## config.mk

```make
export PLATFORM = sky130hd
export DESIGN_NAME = report_field_endian_swapper
export DESIGN_NICKNAME = d
export VERILOG_FILES = /design/src/rtl/rfes_pkg.sv /design/src/rtl/report_field_endian_swapper.sv /design/src/rtl/rfes_front.sv /design/src/rtl/rfes_queue.sv /design/src/rtl/rfes_back.sv
export SDC_FILE = /design/constraint.sdc
export NUM_CORES = 1
export LEC_CHECK = 0
export BUFFER_PORTS_ARGS = -buffer_cell sky130_fd_sc_hd__clkbuf_2
export CORE_ASPECT_RATIO = 0.9
export CORE_MARGIN = 4
export CORE_UTILIZATION = 30
export CTS_CLUSTER_DIAMETER = 150
export DETAILED_ROUTE_END_ITERATION = 6
export HOLD_SLACK_MARGIN = 0.02
export PLACE_DENSITY = 0.55
export SKIP_CTS_REPAIR_TIMING = 1
export SLEW_MARGIN = 20
export SYNTH_ARGS = -nofsm -noshare
export SYNTH_HDL_FRONTEND = slang
export SYNTH_SLANG_ARGS = --single-unit
```

## constraint.sdc

```tcl
create_clock -name clk -period 14.4 [get_ports clk]
set_input_delay 0.72 -clock clk [delete_from_list [all_inputs] [get_ports clk]]
set_output_delay 0.72 -clock clk [all_outputs]
set_load 0.05 [all_outputs]
```

## src/rtl/rfes_pkg.sv

```systemverilog
package rfes_pkg;

  typedef enum logic [1:0] {
    SEC_HDR = 2'd0,
    SEC_REC = 2'd1,
    SEC_UP  = 2'd2,
    SEC_DN  = 2'd3
  } section_t;

  localparam int MAX_FIELDS  = 10;
  localparam int FIELD_BYTES = 8;
  localparam int QUEUE_DEPTH = 4;
  localparam int Q_PTR_W     = $clog2(QUEUE_DEPTH);

  // report header output positions that carry the record count
  localparam logic [15:0] HDR_CNT_HI_POS = 16'd13;
  localparam logic [15:0] HDR_CNT_LO_POS = 16'd14;

  // register index decoded from paddr[2]
  localparam logic REG_REPORT_LENGTH = 1'b0;

  typedef struct packed {
    logic [FIELD_BYTES-1:0][7:0] bytes;  // arrival order
    logic [2:0]                  wm1;    // field width minus one
    section_t                    sec;
  } rfes_job_t;

  typedef struct packed {
    logic full;
    logic valid;
  } rfes_qstat_t;

  function automatic logic [3:0] field_count(section_t s);
    logic [3:0] n;
    case (s)
      SEC_HDR: n = 4'd6;
      SEC_REC: n = 4'd1;
      SEC_UP:  n = 4'd10;
      SEC_DN:  n = 4'd4;
      default: n = 4'd1;
    endcase
    return n;
  endfunction

  function automatic logic [3:0] field_width(section_t s, logic [3:0] f);
    logic [3:0] w;
    w = 4'd1;
    case (s)
      SEC_HDR: begin
        case (f)
          4'd0, 4'd1, 4'd4: w = 4'd2;
          4'd2:             w = 4'd8;
          default:          w = 4'd1;
        endcase
      end
      SEC_REC: begin
        case (f)
          4'd0:    w = 4'd4;
          default: w = 4'd1;
        endcase
      end
      SEC_UP: begin
        case (f)
          4'd0, 4'd1, 4'd3, 4'd5, 4'd6, 4'd8: w = 4'd2;
          default:                           w = 4'd1;
        endcase
      end
      SEC_DN: begin
        case (f)
          4'd0:    w = 4'd2;
          4'd2:    w = 4'd4;
          default: w = 4'd1;
        endcase
      end
      default: w = 4'd1;
    endcase
    return w;
  endfunction

endpackage

```

## src/rtl/report_field_endian_swapper.sv

```systemverilog
// Order: a field enters the queue when its last input byte is accepted; its bytes are then
//   registered at the output one per cycle while the output is not stalled, last byte of
//   the field first.
// Throughput: one input byte per cycle; input stalls only while the 4-entry field queue
//   between front and emitter is full; emitter drains one byte per cycle unless stalled.
// Reset (rst_n low, synchronous): layout state, queue and out_valid clear, report_length 0.
module report_field_endian_swapper (
  input  logic        clk,
  input  logic        rst_n,
  input  logic        in_valid,
  output logic        in_ready,
  input  logic [7:0]  in_data_byte,
  input  logic        in_frame_start,
  output logic        out_valid,
  input  logic        out_ready,
  output logic [7:0]  out_byte,
  output logic [1:0]  out_section,
  output logic        out_last,
  input  logic        psel,
  input  logic        penable,
  input  logic        pwrite,
  input  logic [2:0]  paddr,
  input  logic [31:0] pwdata,
  output logic [31:0] prdata,
  output logic        pready
);
  import rfes_pkg::*;

  logic        [15:0] len_r;
  logic               cfg_wr;
  logic               push;
  logic               pop;
  rfes_job_t          push_job;
  rfes_job_t          head_job;
  rfes_qstat_t        q_stat;

  assign pready = 1'b1;
  assign cfg_wr = psel && penable && pwrite && pready;

  always_ff @(posedge clk) begin
    if (!rst_n) begin
      len_r <= '0;
    end else if (cfg_wr && paddr[2] == REG_REPORT_LENGTH) begin
      len_r <= pwdata[15:0];
    end
  end

  assign prdata = (paddr[2] == REG_REPORT_LENGTH) ? {16'd0, len_r} : 32'd0;

  rfes_front u_front (
    .clk            (clk),
    .rst_n          (rst_n),
    .report_length  (len_r),
    .in_valid       (in_valid),
    .in_ready       (in_ready),
    .in_data_byte   (in_data_byte),
    .in_frame_start (in_frame_start),
    .q_stat         (q_stat),
    .push           (push),
    .push_job       (push_job)
  );

  rfes_queue u_queue (
    .clk      (clk),
    .rst_n    (rst_n),
    .push     (push),
    .push_job (push_job),
    .pop      (pop),
    .head_job (head_job),
    .q_stat   (q_stat)
  );

  rfes_back u_back (
    .clk         (clk),
    .rst_n       (rst_n),
    .head_job    (head_job),
    .q_valid     (q_stat.valid),
    .pop         (pop),
    .out_valid   (out_valid),
    .out_ready   (out_ready),
    .out_byte    (out_byte),
    .out_section (out_section),
    .out_last    (out_last)
  );

endmodule

```

## src/rtl/rfes_front.sv

```systemverilog
module rfes_front (
  input  logic                clk,
  input  logic                rst_n,
  input  logic [15:0]         report_length,
  input  logic                in_valid,
  output logic                in_ready,
  input  logic [7:0]          in_data_byte,
  input  logic                in_frame_start,
  input  rfes_pkg::rfes_qstat_t q_stat,
  output logic                push,
  output rfes_pkg::rfes_job_t push_job
);
  import rfes_pkg::*;

  logic [15:0] pos_r, pos_nxt;
  section_t    sec_r, sec_nxt;
  logic [3:0]  fld_r, fld_nxt;
  logic [2:0]  bif_r, bif_nxt;
  logic [4:0]  rec_r, rec_nxt;
  logic [2:0]  up_r, up_nxt;
  logic [2:0]  dn_r, dn_nxt;
  logic [7:0]  cc0_r, cc0_nxt;
  logic [7:0]  cc1_r, cc1_nxt;
  logic [7:0]  buf_r [FIELD_BYTES];

  // view of the state after an optional restart
  logic [15:0] b_pos;
  section_t    b_sec;
  logic [3:0]  b_fld;
  logic [2:0]  b_bif;
  logic [4:0]  b_rec;
  logic [2:0]  b_up;
  logic [2:0]  b_dn;
  logic [7:0]  b_cc0;
  logic [7:0]  b_cc1;

  logic        accept;
  logic [3:0]  fit_v;
  logic        go;
  logic        kill;
  logic [3:0]  fld_use;
  logic [3:0]  nfld;
  logic        found;
  logic [2:0]  wm1;
  logic        complete;
  logic        buf_we;
  rfes_job_t   job;

  function automatic logic pick_fit(logic [3:0] w, logic [3:0] fv);
    logic r;
    case (w)
      4'd1:    r = fv[0];
      4'd2:    r = fv[1];
      4'd4:    r = fv[2];
      4'd8:    r = fv[3];
      default: r = 1'b0;
    endcase
    return r;
  endfunction

  assign in_ready = !q_stat.full;
  assign accept   = in_valid && in_ready;

  always_comb begin
    if (in_frame_start) begin
      b_pos = '0;
      b_sec = SEC_HDR;
      b_fld = '0;
      b_bif = '0;
      b_rec = '0;
      b_up  = '0;
      b_dn  = '0;
      b_cc0 = '0;
      b_cc1 = '0;
    end else begin
      b_pos = pos_r;
      b_sec = sec_r;
      b_fld = fld_r;
      b_bif = bif_r;
      b_rec = rec_r;
      b_up  = up_r;
      b_dn  = dn_r;
      b_cc0 = cc0_r;
      b_cc1 = cc1_r;
    end
  end

  // fit tests for the four field widths at the current byte position
  always_comb begin
    fit_v[0] = ({1'b0, b_pos} + 17'd1) <= {1'b0, report_length};
    fit_v[1] = ({1'b0, b_pos} + 17'd2) <= {1'b0, report_length};
    fit_v[2] = ({1'b0, b_pos} + 17'd4) <= {1'b0, report_length};
    fit_v[3] = ({1'b0, b_pos} + 17'd8) <= {1'b0, report_length};
  end

  // next field of this section that fits
  always_comb begin
    found = 1'b0;
    nfld  = b_fld;
    for (int f = 0; f < MAX_FIELDS; f++) begin
      if (!found && 4'(f) > b_fld && 4'(f) < field_count(b_sec) &&
          pick_fit(field_width(b_sec, 4'(f)), fit_v)) begin
        found = 1'b1;
        nfld  = 4'(f);
      end
    end
  end

  // field selection: continue, start, skip forward, or drop to end of layout
  always_comb begin
    go      = 1'b0;
    kill    = 1'b0;
    fld_use = b_fld;
    if (b_bif != 3'd0) begin
      go = 1'b1;
    end else if (b_sec == SEC_REC && b_rec == 5'd0) begin
      go = 1'b0;
    end else if (pick_fit(field_width(b_sec, b_fld), fit_v)) begin
      go = 1'b1;
    end else if (!fit_v[0] || b_sec == SEC_REC || !found) begin
      // nothing further fits, or a record field does not fit: every remaining field is skipped
      kill = 1'b1;
    end else begin
      go      = 1'b1;
      fld_use = nfld;
    end
    wm1      = 3'(field_width(b_sec, fld_use) - 4'd1);
    complete = go && (b_bif == wm1);
  end

  always_comb begin
    for (int j = 0; j < FIELD_BYTES; j++) begin
      job.bytes[j] = (3'(j) == wm1) ? in_data_byte : buf_r[j];
    end
    job.wm1 = wm1;
    job.sec = b_sec;
  end

  // next state
  always_comb begin
    pos_nxt = b_pos;
    sec_nxt = b_sec;
    fld_nxt = fld_use;
    bif_nxt = b_bif;
    rec_nxt = b_rec;
    up_nxt  = b_up;
    dn_nxt  = b_dn;
    cc0_nxt = b_cc0;
    cc1_nxt = b_cc1;
    if (kill) begin
      sec_nxt = SEC_REC;
      fld_nxt = '0;
      rec_nxt = '0;
      up_nxt  = '0;
      dn_nxt  = '0;
    end else if (go && !complete) begin
      bif_nxt = b_bif + 3'd1;
      pos_nxt = b_pos + 16'd1;
    end else if (complete) begin
      pos_nxt = b_pos + 16'd1;
      bif_nxt = '0;
      if (b_sec == SEC_HDR) begin
        for (int j = 0; j < FIELD_BYTES; j++) begin
          if (3'(j) <= wm1 && (b_pos - 16'(j)) == HDR_CNT_HI_POS) cc0_nxt = job.bytes[j];
          if (3'(j) <= wm1 && (b_pos - 16'(j)) == HDR_CNT_LO_POS) cc1_nxt = job.bytes[j];
        end
      end else if (b_sec == SEC_REC) begin
        cc0_nxt = job.bytes[2];
        cc1_nxt = job.bytes[1];
      end
      if ((fld_use + 4'd1) < field_count(b_sec)) begin
        fld_nxt = fld_use + 4'd1;
      end else begin
        fld_nxt = '0;
        case (b_sec)
          SEC_HDR: rec_nxt = {cc0_nxt[2:0], cc1_nxt[7:6]};
          SEC_REC: begin
            up_nxt  = {cc0_nxt[0], cc1_nxt[7:6]};
            dn_nxt  = cc0_nxt[3:1];
            rec_nxt = b_rec - 5'd1;
          end
          SEC_UP:  up_nxt = b_up - 3'd1;
          SEC_DN:  dn_nxt = b_dn - 3'd1;
          default: rec_nxt = b_rec;
        endcase
        if (b_sec == SEC_HDR) begin
          sec_nxt = SEC_REC;
        end else if (up_nxt != 3'd0) begin
          sec_nxt = SEC_UP;
        end else if (dn_nxt != 3'd0) begin
          sec_nxt = SEC_DN;
        end else begin
          sec_nxt = SEC_REC;
        end
      end
    end
  end

  // outputs
  always_comb begin
    push     = accept && complete;
    buf_we   = accept && go && !complete;
    push_job = job;
  end

  always_ff @(posedge clk) begin
    if (!rst_n) begin
      pos_r <= '0;
      sec_r <= SEC_HDR;
      fld_r <= '0;
      bif_r <= '0;
      rec_r <= '0;
      up_r  <= '0;
      dn_r  <= '0;
      cc0_r <= '0;
      cc1_r <= '0;
    end else if (accept) begin
      pos_r <= pos_nxt;
      sec_r <= sec_nxt;
      fld_r <= fld_nxt;
      bif_r <= bif_nxt;
      rec_r <= rec_nxt;
      up_r  <= up_nxt;
      dn_r  <= dn_nxt;
      cc0_r <= cc0_nxt;
      cc1_r <= cc1_nxt;
    end
  end

  always_ff @(posedge clk) begin
    if (buf_we) begin
      buf_r[b_bif] <= in_data_byte;
    end
  end

endmodule

```

## src/rtl/rfes_queue.sv

```systemverilog
module rfes_queue (
  input  logic                  clk,
  input  logic                  rst_n,
  input  logic                  push,
  input  rfes_pkg::rfes_job_t   push_job,
  input  logic                  pop,
  output rfes_pkg::rfes_job_t   head_job,
  output rfes_pkg::rfes_qstat_t q_stat
);
  import rfes_pkg::*;

  rfes_job_t          mem_r [QUEUE_DEPTH];
  logic [Q_PTR_W-1:0] wr_ptr_r;
  logic [Q_PTR_W-1:0] rd_ptr_r;
  logic [Q_PTR_W:0]   cnt_r;
  logic               do_pop;

  assign q_stat.full  = (cnt_r == (Q_PTR_W+1)'(QUEUE_DEPTH));
  assign q_stat.valid = (cnt_r != '0);
  assign head_job     = mem_r[rd_ptr_r];
  assign do_pop       = pop && q_stat.valid;

  always_ff @(posedge clk) begin
    if (!rst_n) begin
      wr_ptr_r <= '0;
      rd_ptr_r <= '0;
      cnt_r    <= '0;
    end else begin
      if (push) wr_ptr_r <= wr_ptr_r + (Q_PTR_W)'(1);
      if (do_pop) rd_ptr_r <= rd_ptr_r + (Q_PTR_W)'(1);
      case ({push, do_pop})
        2'b10:   cnt_r <= cnt_r + (Q_PTR_W+1)'(1);
        2'b01:   cnt_r <= cnt_r - (Q_PTR_W+1)'(1);
        default: cnt_r <= cnt_r;
      endcase
    end
  end

  always_ff @(posedge clk) begin
    if (push) begin
      mem_r[wr_ptr_r] <= push_job;
    end
  end

`ifndef SYNTHESIS
  a_no_push_full: assert property (@(posedge clk) disable iff (!rst_n)
    push |-> !q_stat.full)
    else $error("field queue written while full");
  a_cnt_bound: assert property (@(posedge clk) disable iff (!rst_n)
    cnt_r <= (Q_PTR_W+1)'(QUEUE_DEPTH))
    else $error("field queue count out of range");
`endif

endmodule

```

## src/rtl/rfes_back.sv

```systemverilog
module rfes_back (
  input  logic                clk,
  input  logic                rst_n,
  input  rfes_pkg::rfes_job_t head_job,
  input  logic                q_valid,
  output logic                pop,
  output logic                out_valid,
  input  logic                out_ready,
  output logic [7:0]          out_byte,
  output logic [1:0]          out_section,
  output logic                out_last
);
  import rfes_pkg::*;

  logic [2:0] k_r, k_nxt;
  logic       out_valid_r, out_valid_nxt;
  logic [7:0] out_byte_r;
  logic [1:0] out_section_r;
  logic       out_last_r;
  logic       emit;
  logic       is_last;
  logic [2:0] idx;

  assign emit    = q_valid && (!out_valid_r || out_ready);
  assign is_last = (k_r == head_job.wm1);
  assign idx     = head_job.wm1 - k_r;
  assign pop     = emit && is_last;

  always_comb begin
    k_nxt         = k_r;
    out_valid_nxt = out_valid_r;
    if (emit) begin
      k_nxt         = is_last ? 3'd0 : k_r + 3'd1;
      out_valid_nxt = 1'b1;
    end else if (out_ready) begin
      out_valid_nxt = 1'b0;
    end
  end

  always_ff @(posedge clk) begin
    if (!rst_n) begin
      k_r         <= '0;
      out_valid_r <= 1'b0;
    end else begin
      k_r         <= k_nxt;
      out_valid_r <= out_valid_nxt;
    end
  end

  // emit the field last byte first
  always_ff @(posedge clk) begin
    if (emit) begin
      out_byte_r    <= head_job.bytes[idx];
      out_section_r <= head_job.sec;
      out_last_r    <= is_last;
    end
  end

  assign out_valid   = out_valid_r;
  assign out_byte    = out_byte_r;
  assign out_section = out_section_r;
  assign out_last    = out_last_r;

`ifndef SYNTHESIS
  a_k_bound: assert property (@(posedge clk) disable iff (!rst_n)
    q_valid |-> k_r <= head_job.wm1)
    else $error("byte index past field width");
  a_k_idle: assert property (@(posedge clk) disable iff (!rst_n)
    !q_valid |-> k_r == 3'd0)
    else $error("byte index not cleared with queue empty");
  a_pop_clears: assert property (@(posedge clk) disable iff (!rst_n)
    pop |=> k_r == 3'd0)
    else $error("byte index not cleared after field done");
`endif

endmodule
```

==> out/qor.csv, run 1 <==
stage,metric,value,unit
pwr,netSwitchingPower,1.53,mW
route,vias,17400,
global_routing,antenna_found_initial,1,
global_routing,gr-usage-met2,0.252,
cells_and_area,num_antenna_cells,0,
cells_and_area,nets,2274,
clock_network,clockRootBuffer,clkbuf_16,
floorplanning,ioPinCount,97,
pwr,p_int,2.69,mW
timing,fmax,82.6,MHz
logic_synthesis,synth.yosys.seq_area_share,0.496,
critical_path,start_kind,flop,
pwr,power.leakage,9.07,nW
placement,gp_congestion,0.935,
timing,worst_pin_slew,1.07,ns
timing,rsz0062_at_grt,false,
floorplanning,initial_core_util,0.303,
floorplanning,core_area,79600,um^2
logic_synthesis,syn_inst,2079,
clock_network,cts_buffer_depth,3,
timing,relSlewSlack,0.281,
route,drtIter0Drc,1791,
global_routing,grtUsageTotal,0.160,
logic_synthesis,yosysTopAreaCellShare,0.437,
logic_synthesis,synth_warnings,0,
run,cap_viol_max_count,0,
floorplanning,dieHeight,277,um
placement,dp_hpwl,48800,um
route,postRouteAntennaNets,0,
timing,maxSlewViolCount,0,
timing,timing.final.crit_share,0.841,
pwr,seq_power_share,0.371,
floorplanning,die-area,85000,um^2
pwr,ir_worst_vdd,87.0,uV
route,drc,0,
global_routing,grt_pass1_vias,16900,
route,drt_wl_total,70100,um
critical_path,end_kind,flop,
critical_path,crit_type,reg -> reg,
clock_network,cts_tree,yes,
placement,place_ws,2.04,ns
clock_network,cts.reportedPaths.clkPinSlew,0.07,ns
critical_path,path_common_cell,ha_1,
route,detail_route.vias_per_cell,5.46,
logic_synthesis,async_flop_share,0,
critical_path,cp_slowest_cell,nor2b_1,
global_routing,grt_pass1_wl,106000,um
logic_synthesis,yosys.area.top_type,edfxtp_1,
timing,clock_skew,0.0306,ns
min_path,hp-class,in -> reg,
global_routing,grtUsageMet3,0.0234,
critical_path,cp_slowest_stage_delay,0.74,ns
logic_synthesis,syn-cell-area,24100,um^2
pwr,clkPwrFrac,0.274,
cells_and_area,synthToLayoutAreaGrowth,12.2,%
pwr,p_comb_frac,0.355,
timing,post-route-min-period,12.11,ns
logic_synthesis,yosys-top-cells-area,"edfxtp_1, mux4_2, dfxtp_1, ha_1, nand2_1",
pwr,swShare,0.362,
global_routing,gr-total-overflow,0,
placement,placedCellCount,3113,
logic_synthesis,synth-edff-count,351,
logic_synthesis,syn_avg_cell_area,11.6,um^2
critical_path,required,14.91,ns
outcome,outcome,finished clean,
clock_network,clock_sinks,422,
cells_and_area,drive_gt1_frac,0.173,
clock_network,h-tree-depth,2,
cells_and_area,instances_no_fill,3193,
global_routing,top_usage_layer,met2,
pwr,power,4.22,mW
clock_network,cts_buffers,45,
timing,layout_setup_ws,2.29,ns
timing,holdWs,0.372,ns
logic_synthesis,ys.flop_type,edfxtp_1,
timing,fin_tns_setup,0,ns
global_routing,grt_max_degree,69,
floorplanning,rows,98,
placement,port_buffers,61,
clock_network,clock_latency,0.58,ns
route,first_pass_iters,6,
critical_path,critPathArrivalTime,12.62,ns
logic_synthesis,ys_ff_latch,422,
timing,final-setup-viol-count,0,
route,wl_per_cell,22.0,um
logic_synthesis,synth_cell_type_count,115,
pwr,pwr_density_cell,156,nW/um^2
timing,hold_viol,0,
critical_path,critPathMaxFanout,11,
floorplanning,fp.dieW,307,um
global_routing,grtUsageMet1,0.232,
## through the flow
| stage | util | instance area [um^2] |
|---|---|---|
| floorplan | - | 24200 |
| global placement | 0.322 | 25600 |
| detailed placement | 0.322 | 25600 |
| CTS | 0.340 | 27100 |
| global route | 0.340 | 27100 |
| finish | 0.340 | 27100 |
## layer usage
metal,up-vias,part of all wire
li1,7913,-
met1,8775,0.47
met2,640,0.46
met3,104,0.058
met4,0,0.021
met5,-,0
## cells in the final DEF (no fill, tap or decap), drive strengths merged, types with 21 or more instances in the layout
| cell type | synthesis | layout |
|---|---|---|
| and2 | 30 | 30 |
| a211oi | 21 | 21 |
| o21ai | 102 | 102 |
| xnor2 | 65 | 65 |
| nand2 | 205 | 205 |
| ha | 111 | 111 |
| mux4 | 85 | 85 |
| edfxtp | 351 | 351 |
| mux2 | 58 | 58 |
| a21oi | 87 | 87 |
| clkbuf | 86 | 115 |
| xor2 | 27 | 27 |
| nor3 | 51 | 51 |
| buf | 46 | 41 |
| dfxtp | 71 | 71 |
| inv | 72 | 75 |
| a21boi | 34 | 34 |
| nand3 | 58 | 58 |
| nor2 | 138 | 138 |
| nor2b | 37 | 37 |
## cells in the mapped netlist (all sizes together) (6+ instances only)
master	n
a21o	20
inv	72
o211ai	17
buf	46
xnor2	65
a22oi	20
o22a	9
nor2	138
a2111oi	7
nor2b	37
nand3	58
nor3b	7
o21a	10
o221ai	7
clkbuf	86
mux2	58
or2	9
ha	111
and2	30
nand4	16
xor2	27
dfxtp	71
nand2b	13
nor4	18
o21ai	102
nand2	205
mux2i	14
o31ai	11
and3	17
a21oi	87
nor3	51
mux4	85
a221oi	10
o22ai	7
o31a	6
o2111ai	7
a31oi	20
a21boi	34
a211oi	21
edfxtp	351
or3	6
## power groups by stage
stage | logic (mW) | clock network, mW | registers (mW)
floorplan | 0.985 | 0 | 1.60
global placement | 1.46 | 0 | 1.59
detailed placement | 1.49 | 0 | 1.59
CTS | 1.50 | 1.18 | 1.56
global route | 1.60 | 1.24 | 1.57
finish | 1.50 | 1.16 | 1.56
## worst paths after layout
| path | startpoint | end | slack (ns) | cells after the start |
|---|---|---|---|---|
| worst min-delay path | pwdata[4] | len_r[4] | 0.37 | 3 |
| worst max register to register | u_front.pos_r[3] | u_queue.cnt_r[2] | 2.29 | 41 |
| worst min register to register | len_r[4] | len_r[4] | 0.47 | 2 |
| worst max-delay path | u_front.pos_r[3] | u_queue.cnt_r[2] | 2.29 | 41 |
## cell type report
| type | count | area, um^2 |
|---|---|---|
| clock buffer | 55 | 1160 |
| clock inverter | 25 | 299 |
| tap | 1050 | 1310 |
| multi-input combinational | 1464 | 11400 |
| inverter | 76 | 285 |
| sequential | 422 | 12000 |
| timing repair buffer | 101 | 658 |
| fill | 7778 | 52500 |
## flip-flops by register name, indices dropped and copies added (netlist names), 2 cells and up, named ones only
| register | count |
|---|---|
| u_front.cc0_r | 4 |
| u_front.fld_r | 4 |
| u_queue.mem_r | 276 |
| u_queue.cnt_r | 3 |
| u_front.pos_r | 16 |
| u_front.cc1_r | 2 |
| u_front.up_r | 3 |
| len_r | 16 |
| u_back.out_byte | 8 |
| u_back.out_section | 2 |
| u_front.rec_r | 5 |
| u_queue.wr_ptr_r | 2 |
| u_front.dn_r | 3 |
| u_back.k_r | 3 |
| u_queue.rd_ptr_r | 2 |
| u_front.sec_r | 2 |
| u_front.bif_r | 3 |
| u_front.buf_r | 64 |
## critical path, delay by kind of cell (launching register included)
| family | cells | cell delay (ns) |
|---|---|---|
| fa+ha+maj | 6 | 1.80 |
| mux | 1 | 0.14 |
| simple gates | 17 | 5.73 |
| xor+xnor | 3 | 0.62 |
| compound gates | 9 | 2.04 |
| buf+inv | 5 | 1.11 |
| flops | 1 | 0.58 |
## cell families after synthesis
family	after synthesis	share of synthesized area
AND/OR/NAND/NOR	629	0.127
AO/OA/AOI/OAI	456	0.136
flip-flops	422	0.496
buffers and inverters	208	0.0359
multiplexers	157	0.112
adder cells (fa/ha/maj)	113	0.0593
XOR/XNOR	92	0.0334
other	2	0.000311
Power figures use the tool's default switching activity.
==> run 2, diff against run 1 <==
- ABC_AREA: not set -> 1
- clock period: 14.4 -> 11.4 ns (I/O delays scaled with it)
==> out/qor.csv, run 2 <==
stage,metric,value,unit
clock_network,cts.reportedPaths.clkPinSlew,0.05,ns
critical_path,start_kind,flop,
floorplanning,core_area,79600,um^2
cells_and_area,n_fill_cell,8146,
logic_synthesis,ys_ff_latch,422,
floorplanning,rows,98,
logic_synthesis,synth.most_common_cell,nand2_1,
logic_synthesis,async_flop_share,0,
global_routing,grt_max_degree,89,
timing,maxSlewViolCount,0,
timing,worst_pin_slew,1.07,ns
route,detail_route.vias_per_cell,4.98,
route,vias,19400,
cells_and_area,mostFrequentLayoutCells,"nand2_1, nor2_1, edfxtp_1",
timing,final-setup-viol-count,0,
global_routing,grt_pass1_wl,108000,um
cells_and_area,final_common_cell,nand2_1,
clock_network,h-tree-depth,2,
clock_network,cts_buffers,47,
cells_and_area,num_antenna_cells,0,
global_routing,grtUsageTotal,0.161,
route,postRouteAntennaNets,0,
cells_and_area,seq_area,12000,um^2
logic_synthesis,syn-cell-area,24100,um^2
critical_path,critPathArrivalTime,10.00,ns
placement,gp_congestion,0.901,
logic_synthesis,synth_cell_type_count,63,
timing,timing.final.crit_share,0.838,
timing,relSlewSlack,0.283,
global_routing,antenna_found_initial,1,
route,drtIter0Drc,1698,
cells_and_area,fin_area,27200,um^2
route,first_pass_iters,5,
critical_path,cp_slowest_stage_delay,0.58,ns
timing,clock_skew,0.0340,ns
logic_synthesis,yosys.area.top_type,edfxtp_1,
route,wl_per_cell,18.1,um
critical_path,path_common_cell,nand2_1,
logic_synthesis,yosys-top-cells-area,"edfxtp_1, nand2_1, o21ai_0, dfxtp_1, nor2_1",
placement,placed_area,25700,um^2
cells_and_area,drive_gt1_frac,0.0951,
clock_network,clockRootBuffer,clkbuf_16,
run,cap_viol_max_count,0,
logic_synthesis,syn_inst,2762,
cells_and_area,regMostFlops,u_queue.mem_r,
critical_path,crit_type,reg -> reg,
timing,holdWs,0.262,ns
floorplanning,initial_core_util,0.303,
floorplanning,dieHeight,277,um
clock_network,clock_sinks,422,
critical_path,end_kind,flop,
logic_synthesis,syn_avg_cell_area,8.73,um^2
timing,post-route-min-period,9.55,ns
cells_and_area,multi_input_area,10600,um^2
clock_network,cts_tree,yes,
outcome,outcome,finished clean,
global_routing,grt_pass1_vias,18000,
timing,rsz0062_at_grt,false,
timing,fmax,105,MHz
critical_path,required,11.85,ns
critical_path,critPathMaxFanout,18,
floorplanning,die-area,84900,um^2
logic_synthesis,synth_commonest_cells,"nand2_1, nor2_1, edfxtp_1",
logic_synthesis,ys.flop_type,edfxtp_1,
logic_synthesis,synth_warnings,0,
clock_network,cts_buffer_depth,3,
cells_and_area,instances_no_fill,3899,
logic_synthesis,synth-edff-count,351,
cells_and_area,largest_reg_flops,276,
logic_synthesis,synth.yosys.seq_area_share,0.496,
timing,hold_viol,0,
cells_and_area,synthToLayoutAreaGrowth,12.7,%
route,drt_wl_total,70700,um
logic_synthesis,yosysTopAreaCellShare,0.437,
cells_and_area,nets,2978,
placement,port_buffers,61,
min_path,hp-class,in -> reg,
route,drc,0,
placement,placedCellCount,3815,
floorplanning,fp.dieW,307,um
timing,fin_tns_setup,0,ns
placement,dp_hpwl,48300,um
critical_path,cp_slowest_cell,nor4_1,
cells_and_area,reg.largest.list,"u_queue.mem_r x276, u_front.buf_r x64",
global_routing,gr-total-overflow,0,
floorplanning,ioPinCount,97,
clock_network,clock_latency,0.62,ns
## run 2: cell types whose count changed in the layout (fill, tap and decap cells not counted), sizes merged, moves of 72 or more
cell | previous run | this run
nor2 | 138 | 395
nand2 | 205 | 507
o21ai | 102 | 330
a21oi | 87 | 159
mux4 | 85 | 0
inv | 75 | 276
## run 2: routing by layer
metal	wire length (um)	global-route usage	up-vias
met4	1600	0.0406	0
li1	-	-	9554
met5	0	0	-
met1	32700	0.228	9188
met2	32100	0.260	591
met3	4300	0.0231	98
## run 2: final timing paths
check	startpoint	end	slack, ns	cells after the start
worst max register to register	u_front.pos_r[7]	u_front.sec_r[1]	1.85	59
worst max-delay path	u_front.pos_r[7]	u_front.sec_r[1]	1.85	59
worst min register to register	u_front.cc0_r[0]	u_front.cc0_r[0]	0.46	2
worst min-delay path	pwdata[6]	len_r[6]	0.26	3
## run 2: area by class of cell
cell class,instances,area share
flip-flops and latches,422,0.441
multi-input cells,1951,0.390
well taps,1050,0.0484
clock buffers,54,0.0443
inverters,283,0.0393
repair buffers,109,0.0273
clock inverters,30,0.00958
## run 2: metrics by stage
step / setup WS [ns] / util
final: 1.85 / 0.341
after global placement: 1.53 / 0.323
after CTS: 2.07 / 0.341
after global routing: 1.12 / 0.341
after floorplan: 0.980 / -
after detailed placement: 1.51 / 0.323
## run 2: kinds of logic after synthesis
| logic type | Yosys count | synth area share |
|---|---|---|
| buffers and inverters | 404 | 0.0676 |
| AND/OR/NAND/NOR | 1094 | 0.194 |
| other | 2 | 0.000312 |
| XOR/XNOR | 92 | 0.0334 |
| flip-flops | 422 | 0.496 |
| AO/OA/AOI/OAI | 635 | 0.149 |
| adder cells (fa/ha/maj) | 113 | 0.0593 |
## run 2: critical path: cells and delay by family (launching register included)
family	cells	cell delay [ns]
xor gates and xnor gates	1	0.17
buffers and inverters	11	1.43
adders and majority gates	3	0.89
DFF	1	0.39
AOI/OAI and AO/OA	11	1.65
and+or+nand+nor	33	4.81
Power of run 2 is not shown: default switching activity piles up to over one toggle a cycle in this logic, so the estimate is an artifact.
